<file path="src/hw/rtl/vjp_pkg.sv">
// ----------------------------------------------------------------------------
// vjp_pkg: shared types, constants and microprogram for the path counter
// Holds the control word layout, the step codes and the control store.
// ----------------------------------------------------------------------------
package vjp_pkg;

   localparam int REACH_W = 8;
   localparam int PATH_W  = 64;
   localparam int STEP_W  = 4;

   typedef logic [STEP_W-1:0] step_type;

   localparam step_type S_IDLE    = 4'd0;
   localparam step_type S_INIT    = 4'd1;
   localparam step_type S_NEXT    = 4'd2;
   localparam step_type S_RDWAIT  = 4'd3;
   localparam step_type S_LIMIT   = 4'd4;
   localparam step_type S_SUMTEST = 4'd5;
   localparam step_type S_ADD     = 4'd6;
   localparam step_type S_WRITE   = 4'd7;
   localparam step_type S_DONE    = 4'd8;
   localparam step_type S_FINISH  = 4'd9;

   typedef enum logic [2:0] {
      C_NEVER,
      C_ALWAYS,
      C_NO_LAST,
      C_I_ZERO,
      C_J_ZERO,
      C_RSP_BUSY
   } cond_type;

   typedef struct packed {
      logic accept;
      logic init;
      logic dec_i;
      logic rd_reach;
      logic lim_ld;
      logic rd_path;
      logic add;
      logic wr_path;
      logic finish;
   } ctrl_type;

   typedef struct packed {
      logic last_beat;
      logic i_zero;
      logic j_zero;
      logic rsp_busy;
   } stat_type;

   typedef struct packed {
      cond_type cond;
      step_type target;
      ctrl_type ctrl;
   } uword_type;

   function automatic uword_type rom_word(input step_type step);
      uword_type w;
      w = '{cond: C_NEVER, target: S_IDLE, ctrl: '0};
      case (step)
         S_IDLE: begin
            w.cond = C_NO_LAST;  w.target = S_IDLE;    w.ctrl.accept = 1'b1;
         end
         S_INIT: begin
            w.ctrl.init = 1'b1;
         end
         S_NEXT: begin
            w.cond = C_I_ZERO;   w.target = S_DONE;    w.ctrl.dec_i = 1'b1;
         end
         S_RDWAIT: begin
            w.ctrl.rd_reach = 1'b1;
         end
         S_LIMIT: begin
            w.ctrl.lim_ld = 1'b1;
         end
         S_SUMTEST: begin
            w.cond = C_J_ZERO;   w.target = S_WRITE;   w.ctrl.rd_path = 1'b1;
         end
         S_ADD: begin
            w.cond = C_ALWAYS;   w.target = S_SUMTEST; w.ctrl.add = 1'b1;
         end
         S_WRITE: begin
            w.cond = C_ALWAYS;   w.target = S_NEXT;    w.ctrl.wr_path = 1'b1;
         end
         S_DONE: begin
            w.cond = C_RSP_BUSY; w.target = S_DONE;
         end
         S_FINISH: begin
            w.cond = C_ALWAYS;   w.target = S_IDLE;    w.ctrl.finish = 1'b1;
         end
         default: begin
            w.cond = C_ALWAYS;   w.target = S_IDLE;
         end
      endcase
      return w;
   endfunction

endpackage

</file>
<file path="src/hw/rtl/vjp_seq.sv">
// ----------------------------------------------------------------------------
// vjp_seq: microcode sequencer
// Step counter, control store lookup and conditional jump selection.
// ----------------------------------------------------------------------------
module vjp_seq (
   input  logic              clock,
   input  logic              reset,
   input  vjp_pkg::stat_type stat,
   output vjp_pkg::ctrl_type ctrl
);

   vjp_pkg::step_type  pc_ff, pc_in;
   vjp_pkg::uword_type word;
   logic               take;

   assign word = vjp_pkg::rom_word(pc_ff);
   assign ctrl = word.ctrl;

   always_comb begin
      case (word.cond)
         vjp_pkg::C_NEVER:    take = 1'b0;
         vjp_pkg::C_ALWAYS:   take = 1'b1;
         vjp_pkg::C_NO_LAST:  take = !stat.last_beat;
         vjp_pkg::C_I_ZERO:   take = stat.i_zero;
         vjp_pkg::C_J_ZERO:   take = stat.j_zero;
         vjp_pkg::C_RSP_BUSY: take = stat.rsp_busy;
         default:             take = 1'b1;
      endcase
      pc_in = take ? word.target : pc_ff + vjp_pkg::step_type'(1);
   end

   always_ff @(posedge clock) begin
      if (reset) begin
         pc_ff <= vjp_pkg::S_IDLE;
      end else begin
         pc_ff <= pc_in;
      end
   end

endmodule

</file>
<file path="src/hw/rtl/vjp_datapath.sv">
// ----------------------------------------------------------------------------
// vjp_datapath: stair stores, accumulator and result register
// Loads stairs, runs the backward sum under microcode control, holds result.
// ----------------------------------------------------------------------------
module vjp_datapath #(
   parameter int MAX_STAIRS = 64
) (
   input  logic                         clock,
   input  logic                         reset,
   input  vjp_pkg::ctrl_type            ctrl,
   output vjp_pkg::stat_type            stat,
   input  logic                         req_valid,
   output logic                         req_ready,
   input  logic [vjp_pkg::REACH_W-1:0]  req_jump_reach,
   input  logic                         req_last,
   output logic                         rsp_valid,
   input  logic                         rsp_ready,
   output logic [vjp_pkg::PATH_W-1:0]   rsp_path_count,
   output logic                         rsp_dropped
);

   localparam int CNT_W = $clog2(MAX_STAIRS + 1);
   localparam int IDX_W = (MAX_STAIRS > 1) ? $clog2(MAX_STAIRS) : 1;
   localparam logic [CNT_W-1:0] CNT_MAX = CNT_W'(MAX_STAIRS);

   logic [vjp_pkg::REACH_W-1:0] reach_mem [MAX_STAIRS];
   logic [vjp_pkg::PATH_W-1:0]  path_mem  [MAX_STAIRS+1];

   logic [CNT_W-1:0]            cnt_ff, cnt_in;
   logic                        drop_ff, drop_in;
   logic [CNT_W-1:0]            i_ff, i_in;
   logic [CNT_W-1:0]            k_ff, k_in;
   logic [CNT_W-1:0]            j_ff, j_in;
   logic [vjp_pkg::PATH_W-1:0]  acc_ff, acc_in;
   logic [vjp_pkg::REACH_W-1:0] reach_rd_ff;
   logic [vjp_pkg::PATH_W-1:0]  path_rd_ff;
   logic                        rsp_valid_ff, rsp_valid_in;
   logic [vjp_pkg::PATH_W-1:0]  rsp_count_ff;
   logic                        rsp_drop_ff;

   logic                        beat;
   logic                        room;
   logic [CNT_W-1:0]            span;
   logic [CNT_W-1:0]            lim;
   logic                        path_we;
   logic [CNT_W-1:0]            path_wa;
   logic [vjp_pkg::PATH_W-1:0]  path_wd;

   assign req_ready = ctrl.accept;
   assign beat      = req_valid && ctrl.accept;
   assign room      = cnt_ff < CNT_MAX;

   assign stat.last_beat = beat && req_last;
   assign stat.i_zero    = i_ff == '0;
   assign stat.j_zero    = j_ff == '0;
   assign stat.rsp_busy  = rsp_valid_ff && !rsp_ready;

   assign span = cnt_ff - i_ff;
   assign lim  = (reach_rd_ff > vjp_pkg::REACH_W'(span)) ? span : CNT_W'(reach_rd_ff);

   always_comb begin
      cnt_in  = cnt_ff;
      drop_in = drop_ff;
      if (beat) begin
         if (room) cnt_in = cnt_ff + CNT_W'(1);
         else      drop_in = 1'b1;
      end
      if (ctrl.finish) begin
         cnt_in  = '0;
         drop_in = 1'b0;
      end

      i_in   = i_ff;
      k_in   = k_ff;
      j_in   = j_ff;
      acc_in = acc_ff;
      if (ctrl.init)  i_in = cnt_ff;
      if (ctrl.dec_i) i_in = i_ff - CNT_W'(1);
      if (ctrl.lim_ld) begin
         j_in   = lim;
         k_in   = i_ff + CNT_W'(1);
         acc_in = '0;
      end
      if (ctrl.add) begin
         j_in   = j_ff - CNT_W'(1);
         k_in   = k_ff + CNT_W'(1);
         acc_in = acc_ff + path_rd_ff;
      end

      path_we = ctrl.init || ctrl.wr_path;
      path_wa = ctrl.init ? cnt_ff : i_ff;
      path_wd = ctrl.init ? vjp_pkg::PATH_W'(1) : acc_ff;

      rsp_valid_in = rsp_valid_ff && !rsp_ready;
      if (ctrl.finish) rsp_valid_in = 1'b1;
   end

   // memories
   always_ff @(posedge clock) begin
      if (beat && room) reach_mem[cnt_ff[IDX_W-1:0]] <= req_jump_reach;
      if (ctrl.rd_reach) reach_rd_ff <= reach_mem[i_ff[IDX_W-1:0]];
   end

   always_ff @(posedge clock) begin
      if (path_we) path_mem[path_wa] <= path_wd;
      if (ctrl.rd_path && !stat.j_zero) path_rd_ff <= path_mem[k_ff];
   end

   always_ff @(posedge clock) begin
      if (reset) begin
         cnt_ff       <= '0;
         drop_ff      <= 1'b0;
         rsp_valid_ff <= 1'b0;
      end else begin
         cnt_ff       <= cnt_in;
         drop_ff      <= drop_in;
         rsp_valid_ff <= rsp_valid_in;
      end
   end

   always_ff @(posedge clock) begin
      i_ff   <= i_in;
      k_ff   <= k_in;
      j_ff   <= j_in;
      acc_ff <= acc_in;
      if (ctrl.finish) begin
         rsp_count_ff <= acc_ff;
         rsp_drop_ff  <= drop_ff;
      end
   end

   assign rsp_valid      = rsp_valid_ff;
   assign rsp_path_count = rsp_count_ff;
   assign rsp_dropped    = rsp_drop_ff;

endmodule

</file>
<file path="src/hw/rtl/variable_jump_path_counter.sv">
// ----------------------------------------------------------------------------
// variable_jump_path_counter: counts paths up a staircase with variable jumps
// Stairs load one beat per cycle while idle; the beat with req_last starts the count.
// ----------------------------------------------------------------------------
// Stair beats are taken one per cycle while idle. The beat marked last starts
// a backward pass run by a microcoded sequencer over one path-store read port:
// for each stored stair it steps the index down, reads the reach, loads the
// limit, tests and adds once per summed term, and writes the path count.
// Input is not taken during the pass. Stairs beyond MAX_STAIRS are dropped
// and flagged in rsp_dropped. The result waits in an output register, and
// loading of the next set may start while it is held.
// ----------------------------------------------------------------------------
module variable_jump_path_counter #(
   parameter int MAX_STAIRS = 64
) (
   input  logic                         clock,
   input  logic                         reset,
   input  logic                         req_valid,
   output logic                         req_ready,
   input  logic [vjp_pkg::REACH_W-1:0]  req_jump_reach,
   input  logic                         req_last,
   output logic                         rsp_valid,
   input  logic                         rsp_ready,
   output logic [vjp_pkg::PATH_W-1:0]   rsp_path_count,
   output logic                         rsp_dropped
);

   vjp_pkg::ctrl_type ctrl;
   vjp_pkg::stat_type stat;

   vjp_seq u_seq (
      .clock (clock),
      .reset (reset),
      .stat  (stat),
      .ctrl  (ctrl)
   );

   vjp_datapath #(
      .MAX_STAIRS (MAX_STAIRS)
   ) u_datapath (
      .clock          (clock),
      .reset          (reset),
      .ctrl           (ctrl),
      .stat           (stat),
      .req_valid      (req_valid),
      .req_ready      (req_ready),
      .req_jump_reach (req_jump_reach),
      .req_last       (req_last),
      .rsp_valid      (rsp_valid),
      .rsp_ready      (rsp_ready),
      .rsp_path_count (rsp_path_count),
      .rsp_dropped    (rsp_dropped)
   );

endmodule
</file>
<file path="config.mk">
export PLATFORM = sky130hd
export DESIGN_NAME = variable_jump_path_counter
export DESIGN_NICKNAME = d
export VERILOG_FILES = /design/src/hw/rtl/vjp_pkg.sv /design/src/hw/rtl/vjp_seq.sv /design/src/hw/rtl/vjp_datapath.sv /design/src/hw/rtl/variable_jump_path_counter.sv
export SDC_FILE = /design/constraint.sdc
export NUM_CORES = 2
export LEC_CHECK = 0
export ABC_AREA = 0
export BUFFER_PORTS_ARGS = -buffer_cell sky130_fd_sc_hd__buf_2
export CAP_MARGIN = 0
export CORE_MARGIN = 5
export CORE_UTILIZATION = 27
export DETAILED_ROUTE_END_ITERATION = 10
export PLACE_DENSITY = 0.43
export REMOVE_ABC_BUFFERS = 1
export SKIP_LAST_GASP = 1
export SLEW_MARGIN = 20
export SYNTH_ARGS = -nofsm -noshare
export SYNTH_HDL_FRONTEND = slang
export SYNTH_MEMORY_MAX_BITS = 65536
export SYNTH_SLANG_ARGS = --single-unit
</file>
<file path="constraint.sdc">
create_clock -name clock -period 15.78 [get_ports clock]
set_clock_uncertainty 0.1 [all_clocks]
set_input_delay 0 -clock clock [delete_from_list [all_inputs] [get_ports clock]]
set_output_delay 0 -clock clock [all_outputs]
set_load 0.05 [all_outputs]
</file>
Word level (Yosys, flattened, before mapping)
Memory sizes are Yosys's and may differ from the RTL's. A register that Yosys moved wholly into a read port is not among the register bits.
Cells that the tools add are included.
{ "totals": {"mem_bits_ro": 0, "mem_bits_rw": 4672, "regBits": 163, "mem_count": 2, "out_inout_bits": 67, "word_cells": 81, "latchBits": 0} }
{ "op_classes": {"bitwise": 1, "n_div": 0, "reduce_logical": 18, "eq_ne": 13, "multipliers": 0, "mux": 27, "n_addsub": 8, "shifts": 0, "n_lt_le_gt_ge": 2} }
{ "mem_list": {"columns": ["name", "words", "word_bits", "rd", "rd_ports_with_merged_regs", "wr", "line", "source"], "rows": [
  ["u_datapath.path_mem", 65, 64, 1, 1, 1, "vjp_datapath.sv:27", "logic [vjp_pkg::PATH_W-1:0] path_mem [MAX_STAIRS+1];"],
  ["u_datapath.reach_mem", 64, 8, 1, 1, 1, "vjp_datapath.sv:26", "logic [vjp_pkg::REACH_W-1:0] reach_mem [MAX_STAIRS];"]
]} }
{ "ops": {"columns": ["operator", "n"], "rows": [
  ["64-bit 2-to-1 mux", 3],
  ["64-bit adder", 1],
  ["7-bit 2-to-1 mux", 7],
  ["7-bit case mux with 7 select lines", 1],
  ["7-bit by 1-bit adder with 7-bit output, second input constant", 3],
  ["4-bit by 3-bit equality test with 1-bit output, second input constant", 4],
  ["7-bit zero test", 2],
  ["1-bit 2-to-1 mux", 14],
  ["7-bit by 1-bit subtractor with 7-bit output, second input constant", 2],
  ["4-bit by 2-bit equality test with 1-bit output, second input constant", 2],
  ["4-bit equality test, second input constant", 2],
  ["8-bit by 7-bit greater-than comparator with 1-bit output", 1],
  ["7-bit less-than comparator, second input constant", 1],
  ["7-bit subtractor", 1],
  ["3-bit by 2-bit equality test with 1-bit output, second input constant", 2],
  ["3-bit equality test, second input constant", 2],
  ["1-bit logical AND", 5],
  ["1-bit case mux with 5 select lines", 1],
  ["4-bit by 1-bit adder with 4-bit output, second input constant", 1],
  ["4-bit by 1-bit equality test with 1-bit output, second input constant", 1],
  ["4-bit zero test", 1],
  ["4-bit 2-to-1 mux", 1],
  ["2-bit AND reduction", 2],
  ["1-bit zero test", 3],
  ["6 further kinds", 6]
]} }

Logic depth before layout (Yosys ltp)
{ "depth": {"ltp_word": 7, "mapped_depth": 18, "ltp_nobuf": 16} }

Cells and area by module
A second synthesis with hierarchy kept.
{ "unflattened": {"cells_unflattened": 7953, "area_unflattened_um2": 190087.3} }
{ "by_module_without_submodules": {"columns": ["mod", "cells_per_inst", "seq_area_each_um2", "instances", "area_per_inst_um2"], "rows": [
  ["vjp_datapath", 7904, 147071.1, 1, 189650.6],
  ["vjp_seq", 49, 80.1, 1, 436.7]
]} }

Least setup slack after synthesis
Ideal clock, no wire load.
{ "synth_timing": {"path_type": "register -> register", "start": "register u_datapath.i_ff[1]", "end": "memory u_datapath.path_mem[30][0] (netlist name) (enable)", "setup_time_ns": 0.487, "t_required_ns": 15.193, "arrival_time_ns": 4.533, "stages_incl_launch_ff": 9, "slack_ns": 10.661, "cell_sequence": "dfxtp_1 > clkbuf_1 > clkbuf_1 > clkbuf_1 > inv_1 > nor3_1 > a31o_2 > nand2_1 > nor2_1"} }
{ "synth_between": {"elab_chain_len": 1} }
{ "synth_rtl": {"columns": ["item", "line", "source"], "rows": [
  ["start: declaration", "vjp_datapath.sv:31", "logic [CNT_W-1:0] i_ff, i_in;"],
  ["start signal: assignment", "vjp_datapath.sv:122", "i_ff <= i_in;"],
  ["7-bit 2-to-1 mux", "vjp_datapath.sv:91", "path_wa = ctrl.init ? cnt_ff : i_ff;"],
  ["end: declaration", "vjp_datapath.sv:27", null]
]} }
No other way between the ends.

==> flow_metrics.tcl <==
set metrics [dict create \
    status "finished clean" \
    drive_above_1_share 0.3139 \
    synth_xor_area_frac 0.003315 \
    ys_types 64 \
    regToRegStartpoint "u_datapath.k_ff[0]" \
    postSynth.asyncResetShare 0 \
    dr.pass1.iters 6 \
    cp_max_fo 83 \
    start_util 0.2706 \
    grt.total_usage 0.1607 \
    die_width_um 849.4 \
    grt_pass1_vias 93410 \
    drt-initial-drc-count 10100 \
    rows 308 \
    cts_inserted_buffers 561 \
    dp.final_hpwl_mm 329.0 \
    setup_viol_count_final 0 \
    cts_hold_buf 20 \
    grt_antenna_before_repair 52 \
    vias_per_cell 4.950 \
    grt_max_degree 138 \
    leakage_nw 67.84 \
    die-area_sq_um 721500 \
    ant_nets 0 \
    route.detailed.drc 0 \
    hold_depth 3 \
    rsz0062_at_grt "false" \
    wl_per_cell_um 32.68 \
    cp-end-kind "register" \
    fmaxAchievable_mhz 173.5 \
    synth_edf_count 4887 \
    drt_wl_total_mm 597.4 \
    clockPowerShare 0.383 \
    start_kind "register" \
    final_core_util 0.3152 \
    grt_pass1_wl_mm 812.3 \
    coreArea_sq_um 702900 \
    syn_inst 8001 \
    synth-compound-area-share 0.01019 \
    nNetsFinal 8642 \
    synth_top_family_by_area "multiplexers" \
    clock-sinks 4907 \
    ir_drop_mv 0.1245 \
    vias 90470 \
    place.gp.congestion 0.8174 \
    clockRootBuffer "clkbuf_16" \
    synth-main-ff-cell "edfxtp_1" \
    period_minus_slack_ns 5.764 \
    switching_share 0.2579 \
    cts_setup_buffers 0 \
    overflow 0 \
    crit_type "reg -> reg" \
    muxShareOfSynthArea 0.1834 \
    cts_tree "yes" \
    hold_path_end "u_datapath.reach_mem[45][6]" \
    tightest_slew_ns 1.185 \
    hold_path.class "in -> reg" \
    yosysWarnings 0 \
    worstPathRequired_ns 16.51 \
    htreeDepth 6 \
    p_int_w 0.02454 \
    hold_start "req_jump_reach[6]" \
    arrival_ns 6.50 \
    power_frac_comb 0.147 \
    hold_viol 0 \
    setup_tns_ns 0 \
    ctsResizeCount 0 \
    p_sw_w 0.008529 \
    seq_power_share 0.470 \
    cts.clk_slew.worst_paths_ns 0.06 \
    period_share 0.3653 \
    yosysSeqAreaShare 0.7735 \
    chipHeight_um 849.4 \
    synth-seq-cells 4907 \
    port_buffers 79 \
    slew_viol_final 0 \
    worst_r2r_endpoint "u_datapath.path_rd_ff[33]" \
    syn_area_per_cell_sq_um 23.78 \
    synth_area_sq_um 190200 \
    slew_headroom 0.2100 \
    clkLatencyLatePin_ns 1.08 \
    syn_to_final_growth_pct 16.46 \
    maxCapViolations 0 \
    powerDensity_nw_per_um2 149.3 \
    r2r_cells 8 \
    synth_fa_ha_area_frac 0.005801 \
    yosys.area_share.simple 0.01418 \
    clockBufferDepth 4 \
    io-pin-count 80 \
    r2r_setup_slack_ns 10.02 \
]
power groups by stage:
stage	combinational (W)	clock (W)	sequential, W
floorplan	0.00530	0	0.0162
global placement	0.00484	0	0.0158
detailed placement	0.00493	0	0.0158
CTS	0.00495	0.0130	0.0156
global route	0.00518	0.0136	0.0156
finish	0.00485	0.0127	0.0156
cells in the final DEF (no fill, tap or decap), types with 17 or more instances in the layout:
cell / synthesis / routed
nand2_1: 119 / 117
nor3_1: 21 / 21
nor2_1: 247 / 182
inv_6: 0 / 26
nand3_1: 21 / 21
clkbuf_1: 263 / 121
and2_4: 0 / 20
clkinv_1: 0 / 114
o21ai_0: 65 / 65
bufinv_16: 0 / 43
ha_1: 85 / 85
inv_1: 43 / 42
xor2_1: 36 / 36
clkbuf_16: 0 / 567
a21oi_1: 96 / 96
buf_12: 0 / 20
dfxtp_1: 20 / 17
o21a_1: 18 / 17
xnor2_1: 36 / 36
buf_4: 0 / 270
mux2_2: 66 / 66
nand4_1: 29 / 29
and2_1: 82 / 58
nor2_4: 0 / 65
mux4_2: 1512 / 1512
a21o_1: 32 / 32
buf_2: 77 / 79
clkinv_2: 0 / 73
dlygate4sd3_1: 0 / 19
edfxtp_1: 4887 / 4887
per-layer routing:
| layer | track usage | part of all wire | vias up |
|---|---|---|---|
| li1 | - | - | 35550 |
| met1 | 0.2229 | 0.43 | 50870 |
| met2 | 0.2645 | 0.48 | 3205 |
| met3 | 0.02562 | 0.058 | 834 |
| met4 | 0.04014 | 0.027 | 10 |
| met5 | 0 | 0.000090 | - |
layout make-up:
cell class              count  area, sq um
clock inverters           299         2974
well taps                9300        11640
flip-flops and latches   4907       147200
multi-input cells        2636        41840
inverters                  44        170.2
repair buffers            392         3090
fillers                 66690       481400
clock buffers             689        14660
diodes                     10        25.02
logic make-up (layout without fill, tap and decap cells):
kind of cell	Yosys count	after routing
flops	4907	4907
mux	1587	1587
simple gates	581	581
buf+inv	458	1424
compound gates	309	309
fa+ha+maj	87	87
xor+xnor	72	72
other cells	0	10
cell usage after synthesis (all sizes together) (7+ instances only):
cell type / count / area share
o21ai: 66 / 0.0017
o31a: 7 / 0.00032
mux2: 66 / 0.0039
nor3: 21 / 0.00055
and3: 13 / 0.00043
a31oi: 14 / 0.00046
nor2b: 7 / 0.00023
a211oi: 8 / 0.00032
a21oi: 96 / 0.0025
or3: 7 / 0.00023
clkbuf: 264 / 0.0052
and2: 83 / 0.0027
buf: 150 / 0.0035
a21o: 32 / 0.0013
inv: 44 / 0.00087
mux4: 1512 / 0.18
nand2: 119 / 0.0023
mux2i: 9 / 0.00047
nand2b: 8 / 0.00026
xnor2: 36 / 0.0017
ha: 85 / 0.0056
nand4: 29 / 0.00095
o21bai: 13 / 0.00051
nand3: 21 / 0.00055
xor2: 36 / 0.0017
o211ai: 8 / 0.00032
edfxtp: 4887 / 0.77
o21a: 18 / 0.00071
dfxtp: 20 / 0.0021
o31ai: 9 / 0.00036
nor2: 247 / 0.0049
nor4: 7 / 0.00023
state kept, by name, indices dropped and copies added, names as in the netlist, 4 cells and up:
register and flops:
u_datapath.path_mem 4160, u_datapath.reach_mem 512, u_datapath.acc_ff 64, u_datapath.path_rd_ff 64, u_datapath.rsp_path_count 64, u_datapath.reach_rd_ff 8
u_datapath.cnt_ff 7, u_datapath.i_ff 7, u_datapath.j_ff 7, u_datapath.k_ff 7, u_seq.pc_ff 4
per-stage QoR:
step           cell area, sq um  cells  worst slack, ns  hold WS (ns)  power, W
2_1_floorplan            188600   7587           -25.91      -0.03093   0.02148
3_3_place_gp             203600  17260            9.830        0.1652   0.02068
3_5_place_dp             203600  17260            9.840        0.1841   0.02078
4_1_cts                  221500  18270            9.864       0.03346   0.03353
5_1_grt                  221500  18270            9.528       0.06964   0.03430
6_report                 221600  18280            10.02        0.1058   0.03307
worst max path at each step:
| stage | slack, ns | start | end |
|---|---|---|---|
| 6_report | 10.02 | u_datapath.k_ff[0] | u_datapath.path_rd_ff[33] |
| 2_1_floorplan | -25.91 | u_datapath.k_ff[0] | u_datapath.path_rd_ff[0] |
| 5_1_grt | 9.53 | u_datapath.k_ff[0] | u_datapath.path_rd_ff[26] |
| 3_3_place_gp | 9.83 | u_datapath.k_ff[0] | u_datapath.path_rd_ff[26] |
| 3_5_place_dp | 9.84 | u_datapath.k_ff[0] | u_datapath.path_rd_ff[26] |
| 4_1_cts | 9.86 | u_datapath.k_ff[0] | u_datapath.path_rd_ff[26] |
worst max-delay path, stage by stage (launching register included):
cell	delay [ns]
edfxtp_1	0.39
buf_12	0.50
buf_12	0.62
buf_4	0.82
buf_4	0.79
mux4_2	0.60
mux4_2	0.55
mux4_2	0.48
mux2_2	0.27
No activity file was read; power rests on OpenSTA's default activity.
